--- config.mk ---
export PLATFORM = sky130hd
export DESIGN_NAME = elf_relocation_decoder_top
export DESIGN_NICKNAME = d
export VERILOG_FILES = /design/src/sv/erd_pkg.sv /design/src/sv/elf_relocation_decoder_top.sv /design/src/sv/erd_front.sv /design/src/sv/erd_queue.sv /design/src/sv/erd_back.sv
export SDC_FILE = /design/constraint.sdc
export NUM_CORES = 2
export LEC_CHECK = 0
export BUFFER_PORTS_ARGS = -buffer_cell sky130_fd_sc_hd__clkbuf_2
export CELL_PAD_IN_SITES_DETAIL_PLACEMENT = 0
export CELL_PAD_IN_SITES_GLOBAL_PLACEMENT = 1
export CORE_UTILIZATION = 45
export CTS_CLUSTER_DIAMETER = 120
export CTS_CLUSTER_SIZE = 16
export DETAILED_ROUTE_END_ITERATION = 12
export GPL_TIMING_DRIVEN = 0
export PLACE_DENSITY = 0.76
export SYNTH_ARGS = -nofsm -noshare
export SYNTH_HDL_FRONTEND = slang
export SYNTH_SLANG_ARGS = --single-unit
--- constraint.sdc ---
create_clock -name i_clk -period 44.9 [get_ports i_clk]
set_input_delay 2.245 -clock i_clk [delete_from_list [all_inputs] [get_ports i_clk]]
set_output_delay 2.245 -clock i_clk [all_outputs]
set_load 0.1 [all_outputs]
--- src/sv/erd_pkg.sv ---
`default_nettype none
package erd_pkg;

    localparam int RECORD_COUNT_BITS = 24;
    localparam int TABLE_SIZE_BITS   = 32;

    // Configuration register indexes
    localparam logic [2:0] REG_FORMAT  = 3'd0;
    localparam logic [2:0] REG_ARCH    = 3'd1;
    localparam logic [2:0] REG_ESIZE   = 3'd2;
    localparam logic [2:0] REG_BASE    = 3'd3;
    localparam logic [2:0] REG_TBYTES  = 3'd4;
    localparam logic [2:0] REG_MAXREC  = 3'd5;
    localparam logic [2:0] REG_SECTION = 3'd6;

    // Error codes
    localparam logic [1:0] ERR_OK       = 2'd0;
    localparam logic [1:0] ERR_SIZE     = 2'd1;
    localparam logic [1:0] ERR_LIMIT    = 2'd2;
    localparam logic [1:0] ERR_OVERFLOW = 2'd3;

    // Relocation kinds
    localparam logic [2:0] KIND_NONE    = 3'd0;
    localparam logic [2:0] KIND_ABS32   = 3'd1;
    localparam logic [2:0] KIND_ABS64   = 3'd2;
    localparam logic [2:0] KIND_PCREL32 = 3'd3;
    localparam logic [2:0] KIND_REL32   = 3'd4;
    localparam logic [2:0] KIND_REL64   = 3'd5;
    localparam logic [2:0] KIND_GOT     = 3'd6;

    // Architectures
    localparam logic [2:0] ARCH_X86     = 3'd0;
    localparam logic [2:0] ARCH_X86_64  = 3'd1;
    localparam logic [2:0] ARCH_ARM     = 3'd2;
    localparam logic [2:0] ARCH_ARM64   = 3'd3;
    localparam logic [2:0] ARCH_RV32    = 3'd4;
    localparam logic [2:0] ARCH_RV64    = 3'd5;

    localparam int QUEUE_DEPTH = 2;

    typedef enum logic [1:0] {
        ST_RUN,
        ST_DIV
    } t_front_state;

    // Completed entry handed from the front to the back
    typedef struct packed {
        logic                       is_err;
        logic [1:0]                 err_code;
        logic [TABLE_SIZE_BITS-1:0] entry_start;
        logic [63:0]                offset;
        logic [63:0]                info;
        logic [63:0]                addend;
        logic                       wide;
        logic                       expl;
    } t_entry;

    // Result item
    typedef struct packed {
        logic [31:0]                  error_offset;
        logic [1:0]                   error_code;
        logic [15:0]                  section_number;
        logic [3:0]                   patch_width;
        logic [63:0]                  addend_value;
        logic [63:0]                  target_address;
        logic [31:0]                  symbol_number;
        logic [2:0]                   reloc_kind;
        logic [RECORD_COUNT_BITS-1:0] record_index;
    } t_result;

    function automatic logic [2:0] kind_of(input logic [2:0] arch, input logic [31:0] ty);
        logic [2:0] k;
        k = KIND_NONE;
        case (arch)
            ARCH_X86: begin
                if (ty == 32'd1) k = KIND_ABS32;
                else if (ty == 32'd2) k = KIND_PCREL32;
                else if (ty == 32'd8) k = KIND_REL32;
            end
            ARCH_X86_64: begin
                if (ty == 32'd1) k = KIND_ABS64;
                else if (ty == 32'd2) k = KIND_PCREL32;
                else if (ty == 32'd8) k = KIND_REL64;
                else if (ty == 32'd9) k = KIND_GOT;
            end
            ARCH_ARM: begin
                if (ty == 32'd2) k = KIND_ABS32;
                else if (ty == 32'd3) k = KIND_PCREL32;
                else if (ty == 32'd23) k = KIND_REL32;
            end
            ARCH_ARM64: begin
                if (ty == 32'd257) k = KIND_ABS64;
                else if (ty == 32'd260) k = KIND_PCREL32;
                else if (ty == 32'd1027) k = KIND_REL64;
            end
            ARCH_RV32, ARCH_RV64: begin
                if (ty == 32'd1) k = KIND_ABS32;
                else if (ty == 32'd2) k = KIND_ABS64;
                else if (ty == 32'd3) k = KIND_REL64;
            end
            default: k = KIND_NONE;
        endcase
        return k;
    endfunction

endpackage
`default_nettype wire

--- src/sv/elf_relocation_decoder_top.sv ---
`default_nettype none
// ELF relocation table decoder. Table bytes arrive one per transfer on the slave stream
// (tuser marks a table's first byte) and at most one result leaves per completed entry.
// Bytes are taken one per cycle while the queue has room; after a table opens, tready
// stays low while a shift-subtract divider checks that the entry size divides the table
// length, and longer until earlier entries have left the queue. A two-entry queue parts
// byte assembly from result formation, and the output register holds a result while the
// next bytes are still taken. Configuration must be written only while idle (unchecked).
module elf_relocation_decoder_top import erd_pkg::*; (
    input  wire logic          i_clk,
    input  wire logic          i_rst_n,
    input  wire logic          s_axis_tvalid,
    output logic               s_axis_tready,
    input  wire logic [7:0]    s_axis_tdata,   // data_byte
    input  wire logic          s_axis_tuser,   // table_start
    output logic               m_axis_tvalid,
    input  wire logic          m_axis_tready,
    // record_index[23:0] reloc_kind[26:24] symbol_number[58:27] target_address[122:59]
    // addend_value[186:123] patch_width[190:187] section_number[206:191]
    // error_code[208:207] error_offset[240:209], zero fill to 248
    output logic [247:0]       m_axis_tdata,
    input  wire logic          i_cfg_valid,
    output logic               o_cfg_ready,
    input  wire logic [2:0]    i_cfg_index,
    input  wire logic [63:0]   i_cfg_data
);

    logic [2:0]  r_format, r_arch;
    logic [7:0]  r_esize;
    logic [63:0] r_base;
    logic [TABLE_SIZE_BITS-1:0]   r_tbytes;
    logic [RECORD_COUNT_BITS-1:0] r_maxrec;
    logic [15:0] r_section;

    assign o_cfg_ready = 1'b1;

    // Configuration registers
    always_ff @(posedge i_clk) begin
        if (!i_rst_n) begin
            r_format <= '0; r_arch <= '0; r_esize <= '0; r_base <= '0;
            r_tbytes <= TABLE_SIZE_BITS'(1); r_maxrec <= '1; r_section <= '0;
        end else if (i_cfg_valid) begin
            case (i_cfg_index)
                REG_FORMAT:  r_format  <= i_cfg_data[2:0];
                REG_ARCH:    r_arch    <= i_cfg_data[2:0];
                REG_ESIZE:   r_esize   <= i_cfg_data[7:0];
                REG_BASE:    r_base    <= i_cfg_data;
                REG_TBYTES:  r_tbytes  <= i_cfg_data[TABLE_SIZE_BITS-1:0];
                REG_MAXREC:  r_maxrec  <= i_cfg_data[RECORD_COUNT_BITS-1:0];
                REG_SECTION: r_section <= i_cfg_data[15:0];
                default: ;
            endcase
        end
    end

    logic    f_push, q_full, q_valid, q_pop, f_busy;
    logic    q_empty;
    t_entry  f_entry, q_entry;
    logic [RECORD_COUNT_BITS-1:0] b_records;
    t_result b_res;

    // The record count is exact once the queue has emptied
    assign q_empty = !q_valid;

    erd_front u_front (
        .i_clk(i_clk), .i_rst_n(i_rst_n),
        .i_valid(s_axis_tvalid), .o_ready(s_axis_tready),
        .i_byte(s_axis_tdata), .i_start(s_axis_tuser),
        .i_format(r_format), .i_entry_size(r_esize), .i_table_bytes(r_tbytes),
        .i_max_records(r_maxrec), .i_records_emitted(b_records), .i_q_empty(q_empty),
        .o_push(f_push), .o_entry(f_entry), .i_full(q_full), .o_busy(f_busy)
    );

    erd_queue u_queue (
        .i_clk(i_clk), .i_rst_n(i_rst_n),
        .i_push(f_push), .i_entry(f_entry), .o_full(q_full),
        .o_valid(q_valid), .o_entry(q_entry), .i_pop(q_pop)
    );

    erd_back u_back (
        .i_clk(i_clk), .i_rst_n(i_rst_n),
        .i_valid(q_valid), .i_entry(q_entry), .o_pop(q_pop),
        .i_arch(r_arch), .i_base(r_base), .i_max_records(r_maxrec),
        .i_section(r_section), .o_records(b_records),
        .o_valid(m_axis_tvalid), .o_result(b_res), .i_ready(m_axis_tready)
    );

    assign m_axis_tdata = {7'd0, b_res};

    // No bytes taken while the size divider runs
    a_busy_stall: assert property (@(posedge i_clk) disable iff (!i_rst_n)
        f_busy |-> !s_axis_tready) else $error("byte taken during division");
    // Never push into a full queue
    a_no_overflow: assert property (@(posedge i_clk) disable iff (!i_rst_n)
        q_full |-> !f_push) else $error("queue overflow");
    // A waiting result is held
    a_hold: assert property (@(posedge i_clk) disable iff (!i_rst_n)
        (m_axis_tvalid && !m_axis_tready) |=> $stable(m_axis_tdata))
        else $error("result changed while stalled");

endmodule
`default_nettype wire

--- src/sv/erd_front.sv ---
`default_nettype none
module erd_front import erd_pkg::*; (
    input  wire logic                       i_clk,
    input  wire logic                       i_rst_n,
    input  wire logic                       i_valid,
    output logic                            o_ready,
    input  wire logic [7:0]                 i_byte,
    input  wire logic                       i_start,
    input  wire logic [2:0]                 i_format,
    input  wire logic [7:0]                 i_entry_size,
    input  wire logic [TABLE_SIZE_BITS-1:0] i_table_bytes,
    input  wire logic [RECORD_COUNT_BITS-1:0] i_max_records,
    input  wire logic [RECORD_COUNT_BITS-1:0] i_records_emitted,
    input  wire logic                       i_q_empty,
    output logic                            o_push,
    output t_entry                          o_entry,
    input  wire logic                       i_full,
    output logic                            o_busy
);

    localparam int TB = TABLE_SIZE_BITS;
    localparam int CB = $clog2(TB + 1);

    t_front_state r_state, n_state;
    logic [TB-1:0] r_tpos, n_tpos;
    logic [7:0]    r_epos, n_epos;
    logic [TB-1:0] r_estart, n_estart;
    logic [63:0]   r_off, n_off, r_inf, n_inf, r_add, n_add;
    logic          r_open, n_open, r_fail, n_fail;
    // Restoring divider for entry count
    logic [TB-1:0] r_rem, n_rem, r_quo, n_quo;
    logic [7:0]    r_div, n_div;
    logic [CB-1:0] r_cnt, n_cnt;
    // Opening byte of a table, kept while the division runs
    logic [7:0]    r_byte, n_byte;

    logic       wide, expl, big;
    logic [4:0] min_sz;
    logic [7:0] eff;
    logic [4:0] w;
    logic       accept;

    assign wide   = i_format[0];
    assign expl   = i_format[1];
    assign big    = i_format[2];
    assign min_sz = expl ? (wide ? 5'd24 : 5'd12) : (wide ? 5'd16 : 5'd8);
    assign eff    = (i_entry_size != 8'd0) ? i_entry_size : {3'd0, min_sz};
    assign w      = wide ? 5'd8 : 5'd4;

    // Ready when queue has room and no division is running
    assign o_ready = (r_state == ST_RUN) && !i_full;
    assign accept  = i_valid && o_ready;
    assign o_busy  = (r_state != ST_RUN);

    // Next state
    always_comb begin
        n_state = r_state;
        case (r_state)
            ST_RUN: if (accept && i_start && !(({3'd0, min_sz} > eff)
                        || ({{(TB-8){1'b0}}, eff} > i_table_bytes))) n_state = ST_DIV;
            ST_DIV: if (r_cnt == CB'(0) && i_q_empty) n_state = ST_RUN;
            default: n_state = ST_RUN;
        endcase
    end

    // Datapath and outputs
    always_comb begin
        logic [TB:0]   trial;
        logic [8:0]    ep1;
        logic [8:0]    k;
        logic [1:0]    sel;
        logic [TB:0]   tp1;
        logic          emit;
        logic [TB:0]   left;
        logic          ep0;
        logic [63:0]   o0, i0, a0;
        n_tpos = r_tpos; n_epos = r_epos; n_estart = r_estart;
        n_off = r_off; n_inf = r_inf; n_add = r_add;
        n_open = r_open; n_fail = r_fail;
        n_rem = r_rem; n_quo = r_quo; n_div = r_div; n_cnt = r_cnt;
        n_byte = r_byte;
        o_push = 1'b0;
        o_entry = '0;
        o_entry.wide = wide;
        o_entry.expl = expl;
        trial = '0; ep1 = '0; k = '0; sel = 2'd3; tp1 = '0; emit = 1'b0;
        left = '0; ep0 = 1'b0; o0 = '0; i0 = '0; a0 = '0;
        case (r_state)
            ST_DIV: begin
                if (r_cnt != CB'(0)) begin
                    trial = {r_rem, r_quo[TB-1]} - {{(TB-7){1'b0}}, r_div};
                    if (!trial[TB]) begin
                        n_rem = trial[TB-1:0];
                        n_quo = {r_quo[TB-2:0], 1'b1};
                    end else begin
                        n_rem = {r_rem[TB-2:0], r_quo[TB-1]};
                        n_quo = {r_quo[TB-2:0], 1'b0};
                    end
                    n_cnt = r_cnt - CB'(1);
                end else if (i_q_empty) begin
                    // Quotient in r_quo, remainder in r_rem; record count is settled
                    left = (i_max_records > i_records_emitted)
                           ? (TB+1)'(i_max_records - i_records_emitted)
                           : '0;
                    if (r_rem != '0) begin
                        o_push = 1'b1; o_entry.is_err = 1'b1; o_entry.err_code = ERR_SIZE;
                        n_fail = 1'b1;
                    end else if ({1'b0, r_quo} > left) begin
                        o_push = 1'b1; o_entry.is_err = 1'b1; o_entry.err_code = ERR_LIMIT;
                        n_fail = 1'b1;
                    end else begin
                        // Opening byte goes into the low offset byte; in big-endian order later bytes shift it up
                        n_off = {56'd0, r_byte}; n_inf = '0; n_add = '0;
                        n_estart = '0; n_epos = 8'd1; n_tpos = TB'(1);
                    end
                end
            end
            default: begin
                if (accept) begin
                    if (i_start) begin
                        n_open = 1'b1; n_fail = 1'b0;
                        n_tpos = '0; n_epos = '0; n_estart = '0;
                        if (({3'd0, min_sz} > eff)
                            || ({{(TB-8){1'b0}}, eff} > i_table_bytes)) begin
                            o_push = 1'b1; o_entry.is_err = 1'b1;
                            o_entry.err_code = ERR_SIZE; n_fail = 1'b1;
                        end else begin
                            // First byte is held until the division finishes
                            n_rem = '0; n_quo = i_table_bytes; n_div = eff;
                            n_cnt = CB'(TB);
                            n_byte = i_byte;
                        end
                    end
                    if (!i_start && r_open && !r_fail) begin
                        ep0 = (r_epos == 8'd0);
                        o0 = ep0 ? 64'd0 : r_off;
                        i0 = ep0 ? 64'd0 : r_inf;
                        a0 = ep0 ? 64'd0 : r_add;
                        if (ep0) n_estart = r_tpos;
                        k = {1'b0, r_epos};
                        if (k < {4'd0, w}) sel = 2'd0;
                        else if (k < {3'd0, w, 1'b0}) begin sel = 2'd1; k = k - {4'd0, w}; end
                        else if (expl && k < ({4'd0, w} + {3'd0, w, 1'b0})) begin
                            sel = 2'd2; k = k - {3'd0, w, 1'b0};
                        end
                        n_off = o0; n_inf = i0; n_add = a0;
                        case (sel)
                            2'd0: n_off = big ? {o0[55:0], i_byte}
                                              : o0 | ({56'd0, i_byte} << {k[2:0], 3'd0});
                            2'd1: n_inf = big ? {i0[55:0], i_byte}
                                              : i0 | ({56'd0, i_byte} << {k[2:0], 3'd0});
                            2'd2: n_add = big ? {a0[55:0], i_byte}
                                              : a0 | ({56'd0, i_byte} << {k[2:0], 3'd0});
                            default: ;
                        endcase
                        ep1 = {1'b0, r_epos} + 9'd1;
                        emit = ep1 >= {1'b0, eff};
                        n_epos = emit ? 8'd0 : ep1[7:0];
                        tp1 = {1'b0, r_tpos} + (TB+1)'(1);
                        if (tp1 >= {1'b0, i_table_bytes} || tp1[TB-1:0] == '0) n_open = 1'b0;
                        n_tpos = tp1[TB-1:0];
                        if (emit) begin
                            o_push = 1'b1;
                            o_entry.entry_start = ep0 ? r_tpos : r_estart;
                            o_entry.offset = n_off;
                            o_entry.info = n_inf;
                            o_entry.addend = n_add;
                        end
                    end
                end
            end
        endcase
    end

    always_ff @(posedge i_clk) begin
        if (!i_rst_n) begin
            r_state <= ST_RUN;
            r_open <= 1'b0; r_fail <= 1'b0;
            r_tpos <= '0; r_epos <= '0; r_estart <= '0;
            r_cnt <= '0;
        end else begin
            r_state <= n_state;
            r_open <= n_open; r_fail <= n_fail;
            r_tpos <= n_tpos; r_epos <= n_epos; r_estart <= n_estart;
            r_cnt <= n_cnt;
        end
        r_off <= n_off; r_inf <= n_inf; r_add <= n_add;
        r_rem <= n_rem; r_quo <= n_quo; r_div <= n_div;
        r_byte <= n_byte;
    end

endmodule
`default_nettype wire

--- src/sv/erd_queue.sv ---
`default_nettype none
module erd_queue import erd_pkg::*; (
    input  wire logic   i_clk,
    input  wire logic   i_rst_n,
    input  wire logic   i_push,
    input  t_entry      i_entry,
    output logic        o_full,
    output logic        o_valid,
    output t_entry      o_entry,
    input  wire logic   i_pop
);

    localparam int AB = $clog2(QUEUE_DEPTH);

    t_entry          r_mem [QUEUE_DEPTH];
    logic [AB-1:0]   r_wr, r_rd;
    logic [AB:0]     r_cnt;

    assign o_full  = (r_cnt == (AB+1)'(QUEUE_DEPTH));
    assign o_valid = (r_cnt != '0);
    assign o_entry = r_mem[r_rd];

    // Pointer and count update
    always_ff @(posedge i_clk) begin
        if (!i_rst_n) begin
            r_wr <= '0; r_rd <= '0; r_cnt <= '0;
        end else begin
            if (i_push) r_wr <= r_wr + AB'(1);
            if (i_pop) r_rd <= r_rd + AB'(1);
            r_cnt <= r_cnt + (AB+1)'(i_push) - (AB+1)'(i_pop);
        end
        if (i_push) r_mem[r_wr] <= i_entry;
    end

endmodule
`default_nettype wire

--- src/sv/erd_back.sv ---
`default_nettype none
module erd_back import erd_pkg::*; (
    input  wire logic                         i_clk,
    input  wire logic                         i_rst_n,
    input  wire logic                         i_valid,
    input  t_entry                            i_entry,
    output logic                              o_pop,
    input  wire logic [2:0]                   i_arch,
    input  wire logic [63:0]                  i_base,
    input  wire logic [RECORD_COUNT_BITS-1:0] i_max_records,
    input  wire logic [15:0]                  i_section,
    output logic [RECORD_COUNT_BITS-1:0]      o_records,
    output logic                              o_valid,
    output t_result                           o_result,
    input  wire logic                         i_ready
);

    logic [RECORD_COUNT_BITS-1:0] r_rec, n_rec;
    logic                         r_valid;
    t_result                      r_res, n_res;
    // Set after an entry error: later entries of the same table are discarded
    logic                         r_drop, n_drop;
    logic                         drop;

    assign o_records = r_rec;
    assign o_valid   = r_valid;
    assign o_result  = r_res;
    assign o_pop     = i_valid && (!r_valid || i_ready);

    // Turn one entry into a result
    always_comb begin
        logic [63:0] off, inf, add, tgt;
        logic        carry;
        logic [31:0] ty;
        logic [2:0]  kd;
        logic        fresh;
        off = i_entry.wide ? i_entry.offset : {32'd0, i_entry.offset[31:0]};
        inf = i_entry.wide ? i_entry.info : {32'd0, i_entry.info[31:0]};
        add = !i_entry.expl ? 64'd0 : i_entry.wide ? i_entry.addend
              : {{32{i_entry.addend[31]}}, i_entry.addend[31:0]};
        {carry, tgt} = {1'b0, i_base} + {1'b0, off};
        ty = i_entry.wide ? inf[31:0] : {24'd0, inf[7:0]};
        kd = kind_of(i_arch, ty);
        // A table error or an entry at offset zero opens a new table
        fresh = i_entry.is_err || (i_entry.entry_start == '0);
        drop = r_drop && !fresh;
        n_drop = 1'b0;
        n_res = '0;
        n_res.record_index = r_rec;
        n_rec = r_rec;
        if (drop) begin
            n_drop = 1'b1;
        end else if (i_entry.is_err) begin
            n_res.error_code = i_entry.err_code;
        end else if (carry) begin
            n_res.error_code = ERR_OVERFLOW;
            n_res.error_offset = i_entry.entry_start;
            n_drop = 1'b1;
        end else if (r_rec >= i_max_records) begin
            n_res.error_code = ERR_LIMIT;
            n_res.error_offset = i_entry.entry_start;
            n_drop = 1'b1;
        end else begin
            n_res.reloc_kind = kd;
            n_res.symbol_number = i_entry.wide ? inf[63:32] : {8'd0, inf[31:8]};
            n_res.target_address = tgt;
            n_res.addend_value = add;
            n_res.patch_width = (kd == KIND_ABS64 || kd == KIND_REL64) ? 4'd8 : 4'd4;
            n_res.section_number = i_section;
            n_rec = r_rec + RECORD_COUNT_BITS'(1);
        end
    end

    always_ff @(posedge i_clk) begin
        if (!i_rst_n) begin
            r_valid <= 1'b0; r_rec <= '0; r_drop <= 1'b0;
        end else begin
            if (o_pop && !drop) begin
                r_valid <= 1'b1; r_rec <= n_rec;
            end else if (i_ready) r_valid <= 1'b0;
            if (o_pop) r_drop <= n_drop;
        end
        if (o_pop && !drop) r_res <= n_res;
    end

endmodule
`default_nettype wire

==> results.py <==
metrics = {
    "logic_synthesis": {
        "synth-compound-area-share": 0.128,
        "yosys.area_share.simple": 0.148,
        "ys_seq_area_frac": 0.587,
        "synth_mux_area_frac": 0.0432,
        "synth_xor_area_frac": 0.0196,
        "synthCells": 5243,
        "synth-main-ff-cell": "edfxtp_1",
        "synthAdderAreaFrac": 0.0419,
        "syn_avg_cell_area_um2": 11.2,
        "netlist_area_um2": 58500,
        "ys_warn_count": 0,
        "synth_edf_count": 969,
        "synth_top_family_by_area": "simple AND/OR/NAND/NOR gates",
        "synth.distinct_cells": 88,
        "async_flop_share": 0,
        "yosys_register_bits": 1231,
    },
    "hold_path": {
        "min_path_type": "reg -> reg",
    },
    "critical_path": {
        "endpoint_kind": "flip-flop",
        "path_class": "reg -> reg",
        "cp-start-kind": "flip-flop",
        "worst_path_largest_cell_delay_ns": 1.05,
        "crit_path_cell_trace": "clkbuf_1 -> clkbuf_1 -> buf_2 -> buf_2 -> clkbuf_2 -> buf_1 -> mux2_2 -> ha_1 -> inv_1 -> fa_1 -> nand2b_1 -> a21oi_1 -> o21ai_0 -> a21bo_2 -> a311oi_1 -> o31a_1 -> o21a_1 -> nor2_1 -> clkbuf_1 -> and3_1",
        "arrival_ns": 10.59,
        "cp_common_cell": "clkbuf_1",
        "cp_max_fo": 10,
        "cp_slowest_cell": "buf_1",
        "regToRegSetupSlack_ns": 34.84,
        "crit_required_ns": 45.43,
    },
    "floorplan": {
        "die_w_um": 363,
        "ios": 332,
        "initial_utilization": 0.456,
        "fp.dieH_um": 363,
        "core-area_um2": 128000,
        "rows": 131,
        "die-area_um2": 131000,
    },
    "cts": {
        "root_buffer": "clkbuf_16",
        "hold_buffers": 0,
        "clkTransAtPathRegs_ns": 0.08,
        "max-clock-path-buffers": 3,
        "clock_latency_ns": 0.73,
        "cts.sinks": 1231,
        "numCtsBuffers": 87,
        "htreeDepth": 3,
        "cts_tree": "done",
        "cts_setup_buffers": 0,
        "post_cts_resized": 0,
    },
    "final_layout": {
        "final_common_cell": "edfxtp_1",
        "post-route-util": 0.514,
        "final_cell_mix": "edfxtp_1 (969), nand2_1 (901), clkbuf_1 (350), a21oi_1 (322), clkbuf_2 (322)",
        "fin_area_um2": 65900,
        "drive_gt1_frac": 0.101,
        "areaGrowthSynthToFinish_pct": 12.6,
        "nNetsFinal": 5981,
    },
    "timing": {
        "period_share": 0.224,
        "worst_slew_pin_slew_ns": 1.51,
        "period_needed_ns": 10.06,
        "hold_viol_final": 0,
        "rsz0062_at_grt": "no",
        "slew_headroom": -0.00932,
        "fmaxAchievable_mhz": 99.4,
        "setup_violations": 0,
        "tns_ns": 0,
        "fin_skew_ns": 0.0411,
        "maxSlewViolCount": 11,
    },
    "routing": {
        "drc": 0,
        "ant_nets": 0,
        "drt_iter0_markers": 4507,
        "vias_per_cell": 5.81,
        "post_drt_wl_per_cell_um": 25.1,
        "num_vias": 43607,
        "drt_pass1_iterations": 5,
        "routed_wirelength_mm": 188,
    },
    "placement": {
        "port_buffers": 320,
        "place_area_um2": 63400,
        "gp_congestion": 0.974,
        "dpl.hpwl_mm": 145,
    },
    "power": {
        "switching_share": 0.436,
        "p_seq_frac": 0.398,
        "internal_power_mw": 2.14,
        "max-vdd-ir-drop_v": 0.0000523,
        "pwr-share-clk": 0.205,
        "power_switching_mw": 1.65,
        "p_comb_frac": 0.397,
        "leakage_nw": 23.7,
        "power_density_nw_per_um2": 57.4,
    },
    "global_routing": {
        "grt_pass1_vias": 42030,
        "overflow": 0,
        "antenna_found_initial": 6,
        "grt_max_degree": 33,
        "grt_pass1_wl_mm": 274,
        "grtUsageTotal": 0.282,
    },
    "run_status": {
        "status": "finished, violations left",
        "violations": "max-capacitance violations, max-slew violations",
    },
    "flow_run": {
        "max_cap_viol_count": 1,
    },
}
==> routing by layer <==
| layer | GRT usage | vias up | wire length (um) |
|---|---|---|---|
| met5 | 0 | - | 19 |
| met4 | 0.110 | 4 | 7320 |
| met3 | 0.0498 | 288 | 14000 |
| met2 | 0.443 | 1789 | 85200 |
| met1 | 0.388 | 21309 | 81700 |
| li1 | - | 20217 | - |
==> through the flow <==
step | hold WS, ns | setup WS (ns) | cells | power (mW)
after floorplan | 0.408 | 28.19 | 5251 | 2.72
after global placement | 0.425 | 19.56 | 7300 | 3.11
after detailed placement | 0.428 | 34.81 | 7346 | 3.03
after CTS | 0.446 | 34.82 | 7499 | 3.80
after global routing | 0.449 | 34.67 | 7499 | 3.92
final | 0.441 | 34.84 | 7501 | 3.79
==> cells in the mapped netlist (57+ instances only) <==
master / count / area share
xnor2_1: 78 / 0.012
a21oi_1: 325 / 0.028
inv_1: 147 / 0.0094
a21o_1: 154 / 0.020
nand2_1: 901 / 0.058
ha_1: 191 / 0.041
a221oi_1: 171 / 0.026
mux2i_1: 156 / 0.027
clkbuf_1: 294 / 0.019
nor4_1: 68 / 0.0073
edfxtp_1: 969 / 0.50
o21ai_0: 146 / 0.012
dfxtp_1: 262 / 0.090
nor2_1: 307 / 0.020
and3_1: 68 / 0.0073
nor2b_1: 225 / 0.024
nand3_1: 77 / 0.0066
nand4_1: 57 / 0.0061
==> power by group through the flow <==
stage	clock, mW	combinational [mW]	sequential [mW]
final	0.776	1.50	1.51
after detailed placement	0	1.50	1.53
after global routing	0.829	1.57	1.52
after CTS	0.791	1.50	1.51
after floorplan	0	0.479	2.24
after global placement	0	1.44	1.67
==> cell families (layout without fill, tap and decap cells) <==
| group | Yosys count | count (layout) |
|---|---|---|
| and+or+nand+nor | 1878 | 1878 |
| xor gates and xnor gates | 131 | 131 |
| adders and majority gates | 194 | 194 |
| buffers and inverters | 485 | 1004 |
| muxes | 219 | 219 |
| DFF | 1231 | 1231 |
| other | 2 | 12 |
| AOI/OAI and AO/OA | 1103 | 1103 |
==> sequential cells by signal (all words and copies together) (netlist names), 2 cells and up, named ones only <==
| name | flops |
|---|---|
| u_front.r_epos | 8 |
| u_back.o_result | 239 |
| u_front.r_estart | 32 |
| u_queue.r_mem | 458 |
| u_front.r_quo | 32 |
| u_front.r_add | 64 |
| u_queue.r_cnt | 2 |
| u_front.r_byte | 8 |
| r_base | 64 |
| r_esize | 8 |
| u_front.r_div | 8 |
| r_arch | 3 |
| u_front.r_tpos | 32 |
| r_section | 16 |
| u_back.o_records | 24 |
| r_maxrec | 24 |
| u_front.r_inf | 64 |
| r_tbytes | 32 |
| r_format | 3 |
| u_front.r_off | 64 |
| u_front.r_rem | 32 |
| u_front.r_cnt | 6 |
==> critical path, delay by kind of cell, from the launching register on <==
| family | cells | cell delay, ns |
|---|---|---|
| buffers and inverters | 8 | 4.96 |
| AOI/OAI and AO/OA | 6 | 2.13 |
| and+or+nand+nor | 3 | 1.54 |
| muxes | 1 | 0.44 |
| adders and majority gates | 2 | 0.42 |
| DFF | 1 | 0.34 |
==> cell type report <==
type	instances	area, um2
Timing Repair Buffer	366	2560
Antenna cell	2	5.00
Fill cell	11531	62400
Buffer	335	1320
Multi-Input combinational cell	3535	22400
Clock buffer	148	2470
Sequential cell	1231	34300
Inverter	150	563
Clock inverter	5	53.8
Tap cell	1729	2160
==> path summary, 6_finish.rpt <==
| path | startpoint | to | depth (start not counted) |
|---|---|---|---|
| worst max-delay path | flip-flop | u_back.o_result[64] | 20 |
| worst min-delay path | u_back.o_records[12] | u_back.o_result[12] | 0 |
| worst max register to register | flip-flop | u_back.o_result[64] | 20 |
| worst min register to register | u_back.o_records[12] | u_back.o_result[12] | 0 |
Note: power is estimated with default switching activity, not from simulation.
